[config.mk]
export PLATFORM = sky130hd
export DESIGN_NAME = multiplexed_adc_button_level_scanner_core_flat
export DESIGN_NICKNAME = d
export VERILOG_FILES = /design/src/hw/rtl/mabls_pkg.sv /design/src/hw/rtl/mabls_in_if.sv /design/src/hw/rtl/mabls_out_if.sv /design/src/hw/rtl/multiplexed_adc_button_level_scanner_core.sv /design/src/hw/rtl/mabls_accum.sv /design/src/hw/rtl/mabls_store.sv /design/src/hw/rtl/mabls_outq.sv /design/src/flat_wrapper.sv
export SDC_FILE = /design/constraint.sdc
export NUM_CORES = 1
export LEC_CHECK = 0
export ABC_AREA = 0
export BUFFER_PORTS_ARGS = -buffer_cell sky130_fd_sc_hd__buf_2
export CORE_MARGIN = 2
export CORE_UTILIZATION = 61
export CTS_BUF_LIST = sky130_fd_sc_hd__clkbuf_16
export DETAILED_ROUTE_END_ITERATION = 10
export PLACE_DENSITY = 0.79
export SLEW_MARGIN = 30
export SYNTH_ARGS = -nofsm -noshare
export SYNTH_HDL_FRONTEND = slang
export SYNTH_SLANG_ARGS = --single-unit
[constraint.sdc]
create_clock -name clk -period 4 [get_ports clk]
set_input_delay 0.4 -clock clk [delete_from_list [all_inputs] [get_ports clk]]
set_output_delay 0.4 -clock clk [all_outputs]
set_load 0.05 [all_outputs]
[src/hw/rtl/mabls_pkg.sv]
// Shared types, constants and width helpers for the ADC button level scanner.
package mabls_pkg;

    // Default values of the top-level parameters
    localparam int CHANNELS_DEF = 8;
    localparam int SAMPLES_DEF  = 4;
    localparam int ADC_BITS_DEF = 12;

    // Fixed field widths
    localparam int CH_W    = 3;
    localparam int SMP_W   = 12;
    localparam int THR_W   = 12;
    localparam int STATE_W = 2;
    localparam int EVT_W   = 8;
    localparam int REG_IDX_W = 2;

    // Request function codes
    localparam logic FUNC_SAMPLE = 1'b0;
    localparam logic FUNC_CLEAR  = 1'b1;

    // Configuration register indexes
    localparam logic [REG_IDX_W-1:0] REG_THR_SKIP = 2'd0;
    localparam logic [REG_IDX_W-1:0] REG_THR_PLAY = 2'd1;
    localparam logic [REG_IDX_W-1:0] REG_THR_LOCK = 2'd2;

    localparam logic [THR_W-1:0] THR_SKIP_RST = 12'd1024;
    localparam logic [THR_W-1:0] THR_PLAY_RST = 12'd2048;
    localparam logic [THR_W-1:0] THR_LOCK_RST = 12'd3072;

    // Button classes
    localparam logic [STATE_W-1:0] CLS_UNKNOWN = 2'd0;
    localparam logic [STATE_W-1:0] CLS_SKIP    = 2'd1;
    localparam logic [STATE_W-1:0] CLS_PLAY    = 2'd2;
    localparam logic [STATE_W-1:0] CLS_LOCK    = 2'd3;

    localparam logic [EVT_W-1:0] EVT_MAX = 8'hFF;

    // Result queue depth; also bounds the groups in flight
    localparam int QUEUE_DEPTH = 4;

    // Per-channel state entry
    typedef struct packed {
        logic [STATE_W-1:0] state;
        logic [EVT_W-1:0]   count;
    } state_word_t;

    // One result item
    typedef struct packed {
        logic [CH_W-1:0]    out_channel;
        logic [STATE_W-1:0] btn_class;
        logic               changed;
        logic [EVT_W-1:0]   pending_events;
    } result_t;

    function automatic int idx_width(input int depth);
        return (depth > 1) ? $clog2(depth) : 1;
    endfunction

    // Accumulator width that holds SAMPLES full-scale samples
    function automatic int sum_width(input int samples, input int adc_bits);
        return $clog2(samples * ((1 << adc_bits) - 1) + 1);
    endfunction

endpackage

[src/hw/rtl/mabls_in_if.sv]
// Request channel: ADC samples and clear commands.
interface mabls_in_if;
    import mabls_pkg::*;

    logic               valid;
    logic               ready;
    logic               func;
    logic [CH_W-1:0]    channel;
    logic [SMP_W-1:0]   sample;

    modport source (output valid, output func, output channel, output sample, input ready);
    modport sink   (input valid, input func, input channel, input sample, output ready);
endinterface

[src/hw/rtl/mabls_out_if.sv]
// Result channel: classified button state per completed sample group.
interface mabls_out_if;
    import mabls_pkg::*;

    logic               valid;
    logic               ready;
    logic [CH_W-1:0]    out_channel;
    logic [STATE_W-1:0] btn_class;
    logic               changed;
    logic [EVT_W-1:0]   pending_events;

    modport source (output valid, output out_channel, output btn_class, output changed,
                    output pending_events, input ready);
    modport sink   (input valid, input out_channel, input btn_class, input changed,
                    input pending_events, output ready);
endinterface

[src/hw/rtl/multiplexed_adc_button_level_scanner_core.sv]
// Top level of the multiplexed ADC button level scanner.
//
//  port        dir   handshake      carries
//  samples     sink  valid/ready    func, channel, sample
//  results     src   valid/ready    out_channel, btn_class, changed, pending_events
//  cfg_*       in    cfg_we only    threshold register writes (index, data)
//
// One request per cycle is taken while samples.ready is high; a group completes on its
// SAMPLES-th sample and its result then goes through read/multiply, classify/write-back and queue.
// Throughput is one request per cycle while samples.ready is high: the state memory has
// one read and one write port, so a lookup and a write-back share a cycle.
// samples.ready drops once four results are in flight or queued; requests are
// taken regardless of the results side as long as the queue has room.
// Reset clears thresholds to their defaults, the accumulator, and the valid bits of the
// state memory, so every channel reads unknown with a zero count. No clearing pass.
module multiplexed_adc_button_level_scanner_core
    import mabls_pkg::*;
#(
    parameter int CHANNELS = CHANNELS_DEF,
    parameter int SAMPLES  = SAMPLES_DEF,
    parameter int ADC_BITS = ADC_BITS_DEF
)
(
    input  logic                 clk,
    input  logic                 rst_n,
    mabls_in_if.sink             samples,
    mabls_out_if.source          results,
    input  logic                 cfg_we,
    input  logic [REG_IDX_W-1:0] cfg_index,
    input  logic [THR_W-1:0]     cfg_data
);

    localparam int IDX_W   = idx_width(CHANNELS);
    localparam int SUM_W   = sum_width(SAMPLES, ADC_BITS);
    // Mean by reciprocal: floor(sum / SAMPLES) == (sum * RECIP) >> SHIFT for every sum
    // that fits SUM_W bits, with RECIP rounded up.
    localparam int SHIFT   = SUM_W + $clog2(SAMPLES);
    localparam int RECIP_W = SHIFT + 1;
    localparam int PROD_W  = SUM_W + RECIP_W;
    localparam longint RECIP = ((longint'(1) << SHIFT) + SAMPLES - 1) / SAMPLES;
    localparam logic [RECIP_W-1:0] RECIP_V = RECIP_W'(RECIP);
    localparam int OCC_W   = $clog2(QUEUE_DEPTH + 1);
    localparam logic [OCC_W-1:0] OCC_FULL = OCC_W'(QUEUE_DEPTH);
    localparam logic [CH_W+1:0]  CH_LIMIT = (CH_W + 2)'(CHANNELS);

    // Threshold registers
    logic [THR_W-1:0] thr_skip_reg, thr_skip_next;
    logic [THR_W-1:0] thr_play_reg, thr_play_next;
    logic [THR_W-1:0] thr_lock_reg, thr_lock_next;

    always_comb
    begin
        thr_skip_next = thr_skip_reg;
        thr_play_next = thr_play_reg;
        thr_lock_next = thr_lock_reg;
        if (cfg_we)
        begin
            unique case (cfg_index)
                REG_THR_SKIP: thr_skip_next = cfg_data;
                REG_THR_PLAY: thr_play_next = cfg_data;
                REG_THR_LOCK: thr_lock_next = cfg_data;
                default:      ;   // unmapped index: write dropped
            endcase
        end
    end

    // Request decode
    logic in_accept, is_clear, in_range, smp_accept, issue;
    logic grp_done;
    logic [SUM_W-1:0] grp_total;

    assign in_accept  = samples.valid && samples.ready;
    assign is_clear   = in_accept && (samples.func == FUNC_CLEAR);
    assign in_range   = ({2'b00, samples.channel} < CH_LIMIT);   // out-of-range: dropped
    assign smp_accept = in_accept && (samples.func == FUNC_SAMPLE) && in_range;
    assign issue      = smp_accept && grp_done;                   // group completes

    mabls_accum #(
        .SAMPLES  (SAMPLES),
        .ADC_BITS (ADC_BITS)
    ) u_accum (
        .clk    (clk),
        .rst_n  (rst_n),
        .take   (smp_accept),
        .sample (samples.sample),
        .done   (grp_done),
        .total  (grp_total)
    );

    // Stage 1: memory read in flight, reciprocal multiply
    logic             s1_v_reg;
    logic [SUM_W-1:0] s1_total_reg;
    logic [CH_W-1:0]  s1_ch_reg;

    // Stage 2: classify, update counter, write back, push result
    logic              s2_v_reg;
    logic [PROD_W-1:0] s2_prod_reg, s2_prod_next;
    logic [CH_W-1:0]   s2_ch_reg;
    logic              s2_clr_reg;   // a clear was taken after this group: count stores as zero

    assign s2_prod_next = PROD_W'(s1_total_reg) * PROD_W'(RECIP_V);

    state_word_t      cur_word, wr_word;
    logic [THR_W-1:0] mean;
    logic [STATE_W-1:0] cls;
    logic             chg;
    logic [EVT_W-1:0] new_count;
    result_t          res;

    assign mean = THR_W'(s2_prod_reg[SHIFT +: ADC_BITS]);

    // Checked in order lock, play, skip
    always_comb
    begin
        priority if (mean >= thr_lock_reg)
            cls = CLS_LOCK;
        else if (mean >= thr_play_reg)
            cls = CLS_PLAY;
        else if (mean >= thr_skip_reg)
            cls = CLS_SKIP;
        else
            cls = CLS_UNKNOWN;
    end

    assign chg       = (cls != cur_word.state);
    assign new_count = (chg && (cur_word.count != EVT_MAX)) ? cur_word.count + 1'b1
                                                            : cur_word.count;

    assign wr_word.state = cls;
    assign wr_word.count = s2_clr_reg ? '0 : new_count;

    assign res.out_channel    = s2_ch_reg;
    assign res.btn_class      = cls;
    assign res.changed        = chg;
    assign res.pending_events = new_count;

    mabls_store #(
        .CHANNELS (CHANNELS)
    ) u_store (
        .clk     (clk),
        .rst_n   (rst_n),
        .rd_idx  (IDX_W'(samples.channel)),
        .s1_idx  (IDX_W'(s1_ch_reg)),
        .wr_en   (s2_v_reg),
        .wr_idx  (IDX_W'(s2_ch_reg)),
        .wr_word (wr_word),
        .clear   (is_clear),
        .s2_word (cur_word)
    );

    mabls_outq #(
        .DEPTH (QUEUE_DEPTH)
    ) u_outq (
        .clk       (clk),
        .rst_n     (rst_n),
        .push      (s2_v_reg),
        .push_data (res),
        .results   (results)
    );

    // Groups in stage 1, stage 2 or the queue
    logic [OCC_W-1:0] occ_reg, occ_next;
    logic             pop;

    assign pop            = results.valid && results.ready;
    assign occ_next       = occ_reg + OCC_W'(issue) - OCC_W'(pop);
    assign samples.ready  = (occ_reg < OCC_FULL);

    always_ff @(posedge clk)
    begin
        s1_total_reg <= grp_total;
        s1_ch_reg    <= samples.channel;
        s2_prod_reg  <= s2_prod_next;
        s2_ch_reg    <= s1_ch_reg;
    end

    always_ff @(posedge clk or negedge rst_n)
    begin
        if (!rst_n)
        begin
            thr_skip_reg <= THR_SKIP_RST;
            thr_play_reg <= THR_PLAY_RST;
            thr_lock_reg <= THR_LOCK_RST;
            s1_v_reg     <= 1'b0;
            s2_v_reg     <= 1'b0;
            s2_clr_reg   <= 1'b0;
            occ_reg      <= '0;
        end
        else
        begin
            thr_skip_reg <= thr_skip_next;
            thr_play_reg <= thr_play_next;
            thr_lock_reg <= thr_lock_next;
            s1_v_reg     <= issue;
            s2_v_reg     <= s1_v_reg;
            s2_clr_reg   <= is_clear;
            occ_reg      <= occ_next;
        end
    end

    a_occ_bound: assert property (@(posedge clk) disable iff (!rst_n)
        occ_reg <= OCC_FULL)
        else $error("more groups in flight than the result queue holds");

    a_issue_flows: assert property (@(posedge clk) disable iff (!rst_n)
        issue |=> s1_v_reg ##1 s2_v_reg)
        else $error("completed group lost in the pipeline");

    a_result_counted: assert property (@(posedge clk) disable iff (!rst_n)
        results.valid |-> (occ_reg != '0))
        else $error("result offered with no group accounted for");

endmodule

[src/hw/rtl/mabls_accum.sv]
// Running sample accumulator: gathers one group of SAMPLES samples.
module mabls_accum
    import mabls_pkg::*;
#(
    parameter int SAMPLES  = SAMPLES_DEF,
    parameter int ADC_BITS = ADC_BITS_DEF
)
(
    input  logic                                   clk,
    input  logic                                   rst_n,
    input  logic                                   take,
    input  logic [SMP_W-1:0]                       sample,
    output logic                                   done,
    output logic [sum_width(SAMPLES, ADC_BITS)-1:0] total
);

    localparam int SUM_W = sum_width(SAMPLES, ADC_BITS);
    localparam int CNT_W = idx_width(SAMPLES);
    localparam logic [CNT_W-1:0] LAST = CNT_W'(SAMPLES - 1);

    logic [SUM_W-1:0] sum_reg, sum_next;
    logic [CNT_W-1:0] cnt_reg, cnt_next;

    assign total = sum_reg + SUM_W'(sample[ADC_BITS-1:0]);
    assign done  = (cnt_reg == LAST);

    always_comb
    begin
        sum_next = sum_reg;
        cnt_next = cnt_reg;
        if (take)
        begin
            if (done)
            begin
                sum_next = '0;
                cnt_next = '0;
            end
            else
            begin
                sum_next = total;
                cnt_next = cnt_reg + 1'b1;
            end
        end
    end

    always_ff @(posedge clk or negedge rst_n)
    begin
        if (!rst_n)
        begin
            sum_reg <= '0;
            cnt_reg <= '0;
        end
        else
        begin
            sum_reg <= sum_next;
            cnt_reg <= cnt_next;
        end
    end

endmodule

[src/hw/rtl/mabls_store.sv]
// Per-channel state memory with valid bits and read-after-write forwarding.
module mabls_store
    import mabls_pkg::*;
#(
    parameter int CHANNELS = CHANNELS_DEF
)
(
    input  logic                           clk,
    input  logic                           rst_n,
    input  logic [idx_width(CHANNELS)-1:0] rd_idx,   // read issued at request accept
    input  logic [idx_width(CHANNELS)-1:0] s1_idx,   // entry of the group in stage 1
    input  logic                           wr_en,
    input  logic [idx_width(CHANNELS)-1:0] wr_idx,
    input  state_word_t                    wr_word,
    input  logic                           clear,
    output state_word_t                    s2_word   // latest entry for the group in stage 2
);

    state_word_t mem [CHANNELS];
    state_word_t mem_q_reg;
    state_word_t fwd_word_reg;
    state_word_t s1_word;
    state_word_t s2_word_reg, s2_word_next;
    logic        fwd_hit_reg, fwd_hit_next;
    logic        sv_reg, cv_reg;
    logic [CHANNELS-1:0] state_valid_reg, state_valid_next;
    logic [CHANNELS-1:0] count_valid_reg, count_valid_next;

    // Entry never written reads unknown/zero; count invalidated by clear reads zero
    always_comb
    begin
        if (fwd_hit_reg)
        begin
            s1_word = fwd_word_reg;
        end
        else
        begin
            s1_word.state = sv_reg ? mem_q_reg.state : CLS_UNKNOWN;
            s1_word.count = cv_reg ? mem_q_reg.count : '0;
        end
    end

    assign fwd_hit_next = wr_en && (wr_idx == rd_idx);
    assign s2_word_next = (wr_en && (wr_idx == s1_idx)) ? wr_word : s1_word;
    assign s2_word      = s2_word_reg;

    always_comb
    begin
        state_valid_next = state_valid_reg;
        count_valid_next = count_valid_reg;
        if (wr_en)
        begin
            state_valid_next[wr_idx] = 1'b1;
            count_valid_next[wr_idx] = 1'b1;
        end
        if (clear)
        begin
            count_valid_next = '0;
        end
    end

    always_ff @(posedge clk)
    begin
        if (wr_en)
        begin
            mem[wr_idx] <= wr_word;
        end
    end

    always_ff @(posedge clk)
    begin
        mem_q_reg    <= mem[rd_idx];
        fwd_word_reg <= wr_word;
        s2_word_reg  <= s2_word_next;
    end

    always_ff @(posedge clk or negedge rst_n)
    begin
        if (!rst_n)
        begin
            state_valid_reg <= '0;
            count_valid_reg <= '0;
            fwd_hit_reg     <= 1'b0;
            sv_reg          <= 1'b0;
            cv_reg          <= 1'b0;
        end
        else
        begin
            state_valid_reg <= state_valid_next;
            count_valid_reg <= count_valid_next;
            fwd_hit_reg     <= fwd_hit_next;
            sv_reg          <= state_valid_reg[rd_idx];
            cv_reg          <= count_valid_reg[rd_idx];
        end
    end

    a_clear_wipes: assert property (@(posedge clk) disable iff (!rst_n)
        clear |=> (count_valid_reg == '0))
        else $error("count valid bits survive a clear");

endmodule

[src/hw/rtl/mabls_outq.sv]
// Result queue: small register FIFO that decouples the result channel.
module mabls_outq
    import mabls_pkg::*;
#(
    parameter int DEPTH = QUEUE_DEPTH
)
(
    input  logic                clk,
    input  logic                rst_n,
    input  logic                push,
    input  result_t             push_data,
    mabls_out_if.source         results
);

    localparam int PTR_W = idx_width(DEPTH);
    localparam int CNT_W = $clog2(DEPTH + 1);
    localparam logic [PTR_W-1:0] PTR_LAST = PTR_W'(DEPTH - 1);

    result_t          q_reg [DEPTH];
    logic [PTR_W-1:0] wr_ptr_reg, wr_ptr_next;
    logic [PTR_W-1:0] rd_ptr_reg, rd_ptr_next;
    logic [CNT_W-1:0] cnt_reg, cnt_next;
    logic             pop;
    result_t          head;

    assign head                   = q_reg[rd_ptr_reg];
    assign results.valid          = (cnt_reg != '0);
    assign results.out_channel    = head.out_channel;
    assign results.btn_class      = head.btn_class;
    assign results.changed        = head.changed;
    assign results.pending_events = head.pending_events;

    assign pop         = results.valid && results.ready;
    assign wr_ptr_next = push ? ((wr_ptr_reg == PTR_LAST) ? '0 : wr_ptr_reg + 1'b1) : wr_ptr_reg;
    assign rd_ptr_next = pop ? ((rd_ptr_reg == PTR_LAST) ? '0 : rd_ptr_reg + 1'b1) : rd_ptr_reg;
    assign cnt_next    = cnt_reg + CNT_W'(push) - CNT_W'(pop);

    always_ff @(posedge clk)
    begin
        if (push)
        begin
            q_reg[wr_ptr_reg] <= push_data;
        end
    end

    always_ff @(posedge clk or negedge rst_n)
    begin
        if (!rst_n)
        begin
            wr_ptr_reg <= '0;
            rd_ptr_reg <= '0;
            cnt_reg    <= '0;
        end
        else
        begin
            wr_ptr_reg <= wr_ptr_next;
            rd_ptr_reg <= rd_ptr_next;
            cnt_reg    <= cnt_next;
        end
    end

endmodule
[src/flat_wrapper.sv]
// flat-port wrapper written by rule: the top's interface ports become plain ports
module multiplexed_adc_button_level_scanner_core_flat import mabls_pkg::*;
#(
    parameter int CHANNELS = CHANNELS_DEF,
    parameter int SAMPLES  = SAMPLES_DEF,
    parameter int ADC_BITS = ADC_BITS_DEF
)
  (clk, rst_n, cfg_we, cfg_index, cfg_data, samples_valid, samples_func, samples_channel, samples_sample, samples_ready, results_valid, results_out_channel, results_btn_class, results_changed, results_pending_events, results_ready);
  mabls_in_if samples_i ();
  mabls_out_if results_i ();
  input  logic clk;
  input  logic rst_n;
  input  logic cfg_we;
  input  logic [REG_IDX_W-1:0] cfg_index;
  input  logic [THR_W-1:0] cfg_data;
  input wire logic [$bits(samples_i.valid)-1:0] samples_valid;
  input wire logic [$bits(samples_i.func)-1:0] samples_func;
  input wire logic [$bits(samples_i.channel)-1:0] samples_channel;
  input wire logic [$bits(samples_i.sample)-1:0] samples_sample;
  output wire logic [$bits(samples_i.ready)-1:0] samples_ready;
  output wire logic [$bits(results_i.valid)-1:0] results_valid;
  output wire logic [$bits(results_i.out_channel)-1:0] results_out_channel;
  output wire logic [$bits(results_i.btn_class)-1:0] results_btn_class;
  output wire logic [$bits(results_i.changed)-1:0] results_changed;
  output wire logic [$bits(results_i.pending_events)-1:0] results_pending_events;
  input wire logic [$bits(results_i.ready)-1:0] results_ready;
  assign samples_i.valid = samples_valid;
  assign samples_i.func = samples_func;
  assign samples_i.channel = samples_channel;
  assign samples_i.sample = samples_sample;
  assign samples_ready = samples_i.ready;
  assign results_valid = results_i.valid;
  assign results_out_channel = results_i.out_channel;
  assign results_btn_class = results_i.btn_class;
  assign results_changed = results_i.changed;
  assign results_pending_events = results_i.pending_events;
  assign results_i.ready = results_ready;
  multiplexed_adc_button_level_scanner_core #(.CHANNELS(CHANNELS), .SAMPLES(SAMPLES), .ADC_BITS(ADC_BITS)) u_core (.clk(clk), .rst_n(rst_n), .samples(samples_i), .results(results_i), .cfg_we(cfg_we), .cfg_index(cfg_index), .cfg_data(cfg_data));
endmodule
==> impl_metrics.csv <==
group,metric,value,unit
finish,final-instance-count-excl-fill,1131,
timing,fmax,282,MHz
route,routed_wl,22900,um
synth,syn_avg_cell_area,14.5,sq um
setup_path,startpoint_type,"flip-flop",
setup_path,required,4.26,ns
power,peakVddDrop,0.478,mV
route,drtIter0Drc,381,
floorplan,die_h,142,um
timing,maxSlewViolCount,0,
hold_path,hp-class,"in2reg",
hold_path,holdPathStages,3,
power,p_leak,5.44,nW
finish,largest_reg_flops,80,
finish,fill_cells,1227,
timing,finClkSkew,0.0135,ns
power,power_density,677,nW/um^2
cts,postCtsSetupBuffers,0,
cts,cts_sinks,280,
route,top_layer_used,"met5",
synth,yosys_warnings,0,
placement,place.gp.congestion,0.894,
route,wl_per_cell,20.2,um
timing,rsz0062_at_grt,"false",
cts,cts_tree,"done",
route,vias,6589,
floorplan,core.rowCount,50,
timing,period_share,88.8,%
power,finalPower,8.87,mW
setup_path,r2r-start,"u_core.thr_play_reg[7]",
run,drv_cap,0,
timing,relSlewSlack,47.1,%
global_route,antenna_found_initial,4,
finish,area_growth,12.1,%
synth,syn_nets,905,
floorplan,die-area,20300,sq um
placement,preCtsSetupSlack,0.569,ns
synth,synthFlopType,"edfxtp_1",
setup_path,critPathArrivalTime,3.82,ns
synth,synth_area,11700,sq um
cts,numCtsBuffers,28,
route,routed-wl-met2,12100,um
timing,worst_pin_slew,0.790,ns
timing,fin_setup_tns,0,ns
route,wl_met1,8840,um
setup_path,critPathMaxFanout,9,
setup_path,r2r_cells,11,
cts,clkTransAtPathRegs,0.06,ns
timing,layout_min_cycle_time,3.55,ns
timing,setup_violations,0,
setup_path,cp_cell_sequence,"inv_1, ha_1, nand2_1, nor3_1, o31ai_1, a221oi_2, nor3b_1, a31oi_4, nand2_4, or4_1, a21oi_1",
floorplan,core_area,18800,sq um
hold_path,hold_start,"cfg_data[6]",
cts,ctsResizeCount,0,
finish,fin_nets,972,
global_route,grt_max_degree,85,
floorplan,initial_utilization,62.3,%
global_route,overflow,0,
timing,finalHoldViolCount,0,
setup_path,cp_num_cells,11,
cts,cts_root_buffer,"clkbuf_16",
floorplan,ios,51,
synth,ys_seq_area_share,63.3,%
setup_path,reg2reg_slack,0.45,ns
cts,hold_buffers,1,
hold_path,whs_endpoint,"u_core.thr_skip_reg[6]",
global_route,grt_pass1_vias,7197,
synth,ys_types,64,
setup_path,critPathSlowestCell,"or4_1",
synth,synth_edf_count,136,
global_route,track_usage,23.8,%
status,status,"finished clean",
cts,insertion_delay,0.54,ns
placement,placedCellCount,1078,
cts,clk_path_buf_depth,3,
cts,htreeDepth,1,
synth,syn-instance-count,808,
timing,timing.final.ws_setup,0.448,ns
placement,io_buffer_count,50,
synth,async_flop_share,30.0,%
placement,dpl.hpwl,14800,um
route,dr.pass1.iters,4,
floorplan,die_w,142,um
setup_path,worst_r2r_endpoint,"u_core.u_store.mem[6][7]",
global_route,grt_pass1_wl,37200,um
setup_path,crit_family,"compound AO/OA/AOI/OAI gates",
route,detailroute.wirelength.met3,1250,um
route,vias_per_cell,5.83,
setup_path,cpPeakStageDelay,0.53,ns
setup_path,critPathBufInv,1,
finish,drive_above_1_share,23.3,%
synth,synth-seq-cells,280,
setup_path,crit_type,"reg2reg",
setup_path,cp-end-kind,"flip-flop",
route,drc_errors,0,
route,drtAntennaViolNets,0,
## cell usage after synthesis (all sizes together), types with 2 or more instances
cell type | instances | area, sq um
edfxtp | 136 | 4080
dfrtp | 80 | 2000
inv | 61 | 229
dfxtp | 60 | 1200
ha | 59 | 738
nand2 | 53 | 206
nor2 | 48 | 180
mux2 | 39 | 439
mux4 | 38 | 856
o21ai | 30 | 150
a21oi | 20 | 108
clkbuf | 18 | 67.6
a22o | 16 | 140
xnor2 | 15 | 131
or2 | 11 | 68.8
xor2 | 11 | 104
nand3 | 10 | 60.1
nor3 | 9 | 45.0
and3 | 8 | 55.1
a21o | 7 | 52.6
o31ai | 7 | 52.6
buf | 6 | 23.8
and2 | 5 | 31.3
dfstp | 4 | 105
nand2b | 4 | 25.0
nand4 | 4 | 31.3
nor3b | 4 | 30.0
o21a | 4 | 30.0
fa | 3 | 60.1
mux2i | 3 | 30.0
nor2b | 3 | 18.8
o22ai | 3 | 18.8
or3 | 3 | 20.0
a2111oi | 2 | 55.1
a211o | 2 | 17.5
a31oi | 2 | 27.5
nand3b | 2 | 15.0
or2b | 2 | 16.3
or4 | 2 | 15.0
## tightest hold or removal path, cell delays in order
cell and delay (ns):
buf_2 0.10, nand2_1 0.04, o21ai_0 0.06
## cell families after synthesis
group / after synthesis / synth area share (%)
AND/OR/NAND/NOR: 171 / 7.28
flip-flops: 280 / 63.3
buffers and inverters: 86 / 2.77
adder cells (fa/ha/maj): 62 / 6.83
XOR/XNOR: 26 / 2.01
multiplexers: 80 / 11.3
AO/OA/AOI/OAI: 103 / 6.51
## cells in the final DEF, fill, tap and decap left out, drive strengths merged, types with 11 or more instances in the layout
cell type / count
a21oi: 20
a22o: 16
buf: 60
clkbuf: 29
clkinv: 12
dfrtp: 80
dfxtp: 60
edfxtp: 136
ha: 59
inv: 71
mux2: 39
mux4: 38
nand2: 53
nor2: 48
o21ai: 30
or2: 11
xnor2: 15
xor2: 11
## through the flow
step / hold slack, ns / utilization [%] / cell area, sq um
after floorplan: 0.104 / - / 11700
after global placement: 0.315 / 65.1 / 12200
after detailed placement: 0.312 / 65.1 / 12200
after CTS: 0.0997 / 69.8 / 13100
after global routing: 0.119 / 69.8 / 13100
final: 0.109 / 69.8 / 13100
## power breakdown
| part | total, mW | internal, mW | switching (mW) |
|---|---|---|---|
| Combinational | 2.52 | 1.02 | 1.50 |
| Sequential | 3.95 | 3.60 | 0.346 |
| Clock | 2.41 | 1.37 | 1.03 |
| Total | 8.87 | 5.99 | 2.88 |
## per-layer routing
layer  up-vias  global-route usage [%]
met1      3309                    28.5
met5         -                       0
met2       152                    43.8
met4         6                    7.50
met3        45                    4.31
li1       3077                       -
## how the worst max path moves through the flow
| stage | from | end | slack (ns) |
|---|---|---|---|
| 2_1_floorplan | u_core.thr_play_reg[9] | u_core.u_store.mem[0][7] | 1.0 |
| 3_3_place_gp | u_core.thr_play_reg[7] | u_core.u_store.mem[2][7] | 0.75 |
| 3_5_place_dp | u_core.thr_play_reg[4] | u_core.u_store.mem[6][7] | 0.57 |
| 4_1_cts | u_core.thr_play_reg[7] | u_core.u_store.mem[6][7] | 0.52 |
| 5_1_grt | u_core.thr_play_reg[7] | u_core.u_store.mem[6][7] | 0.26 |
| 6_report | u_core.thr_play_reg[7] | u_core.u_store.mem[6][7] | 0.45 |
## final cells by class
class / instances / area (sq um) / area share [%]
antenna: 1 / 2.50 / 0.0191
clock buffer: 29 / 726 / 5.54
multi-input combinational: 442 / 3980 / 30.3
tap: 234 / 293 / 2.24
clock inverter: 22 / 133 / 1.01
timing repair buffer: 61 / 344 / 2.63
inverter: 62 / 233 / 1.78
sequential: 280 / 7390 / 56.4
(Power assumes the default switching activity.)
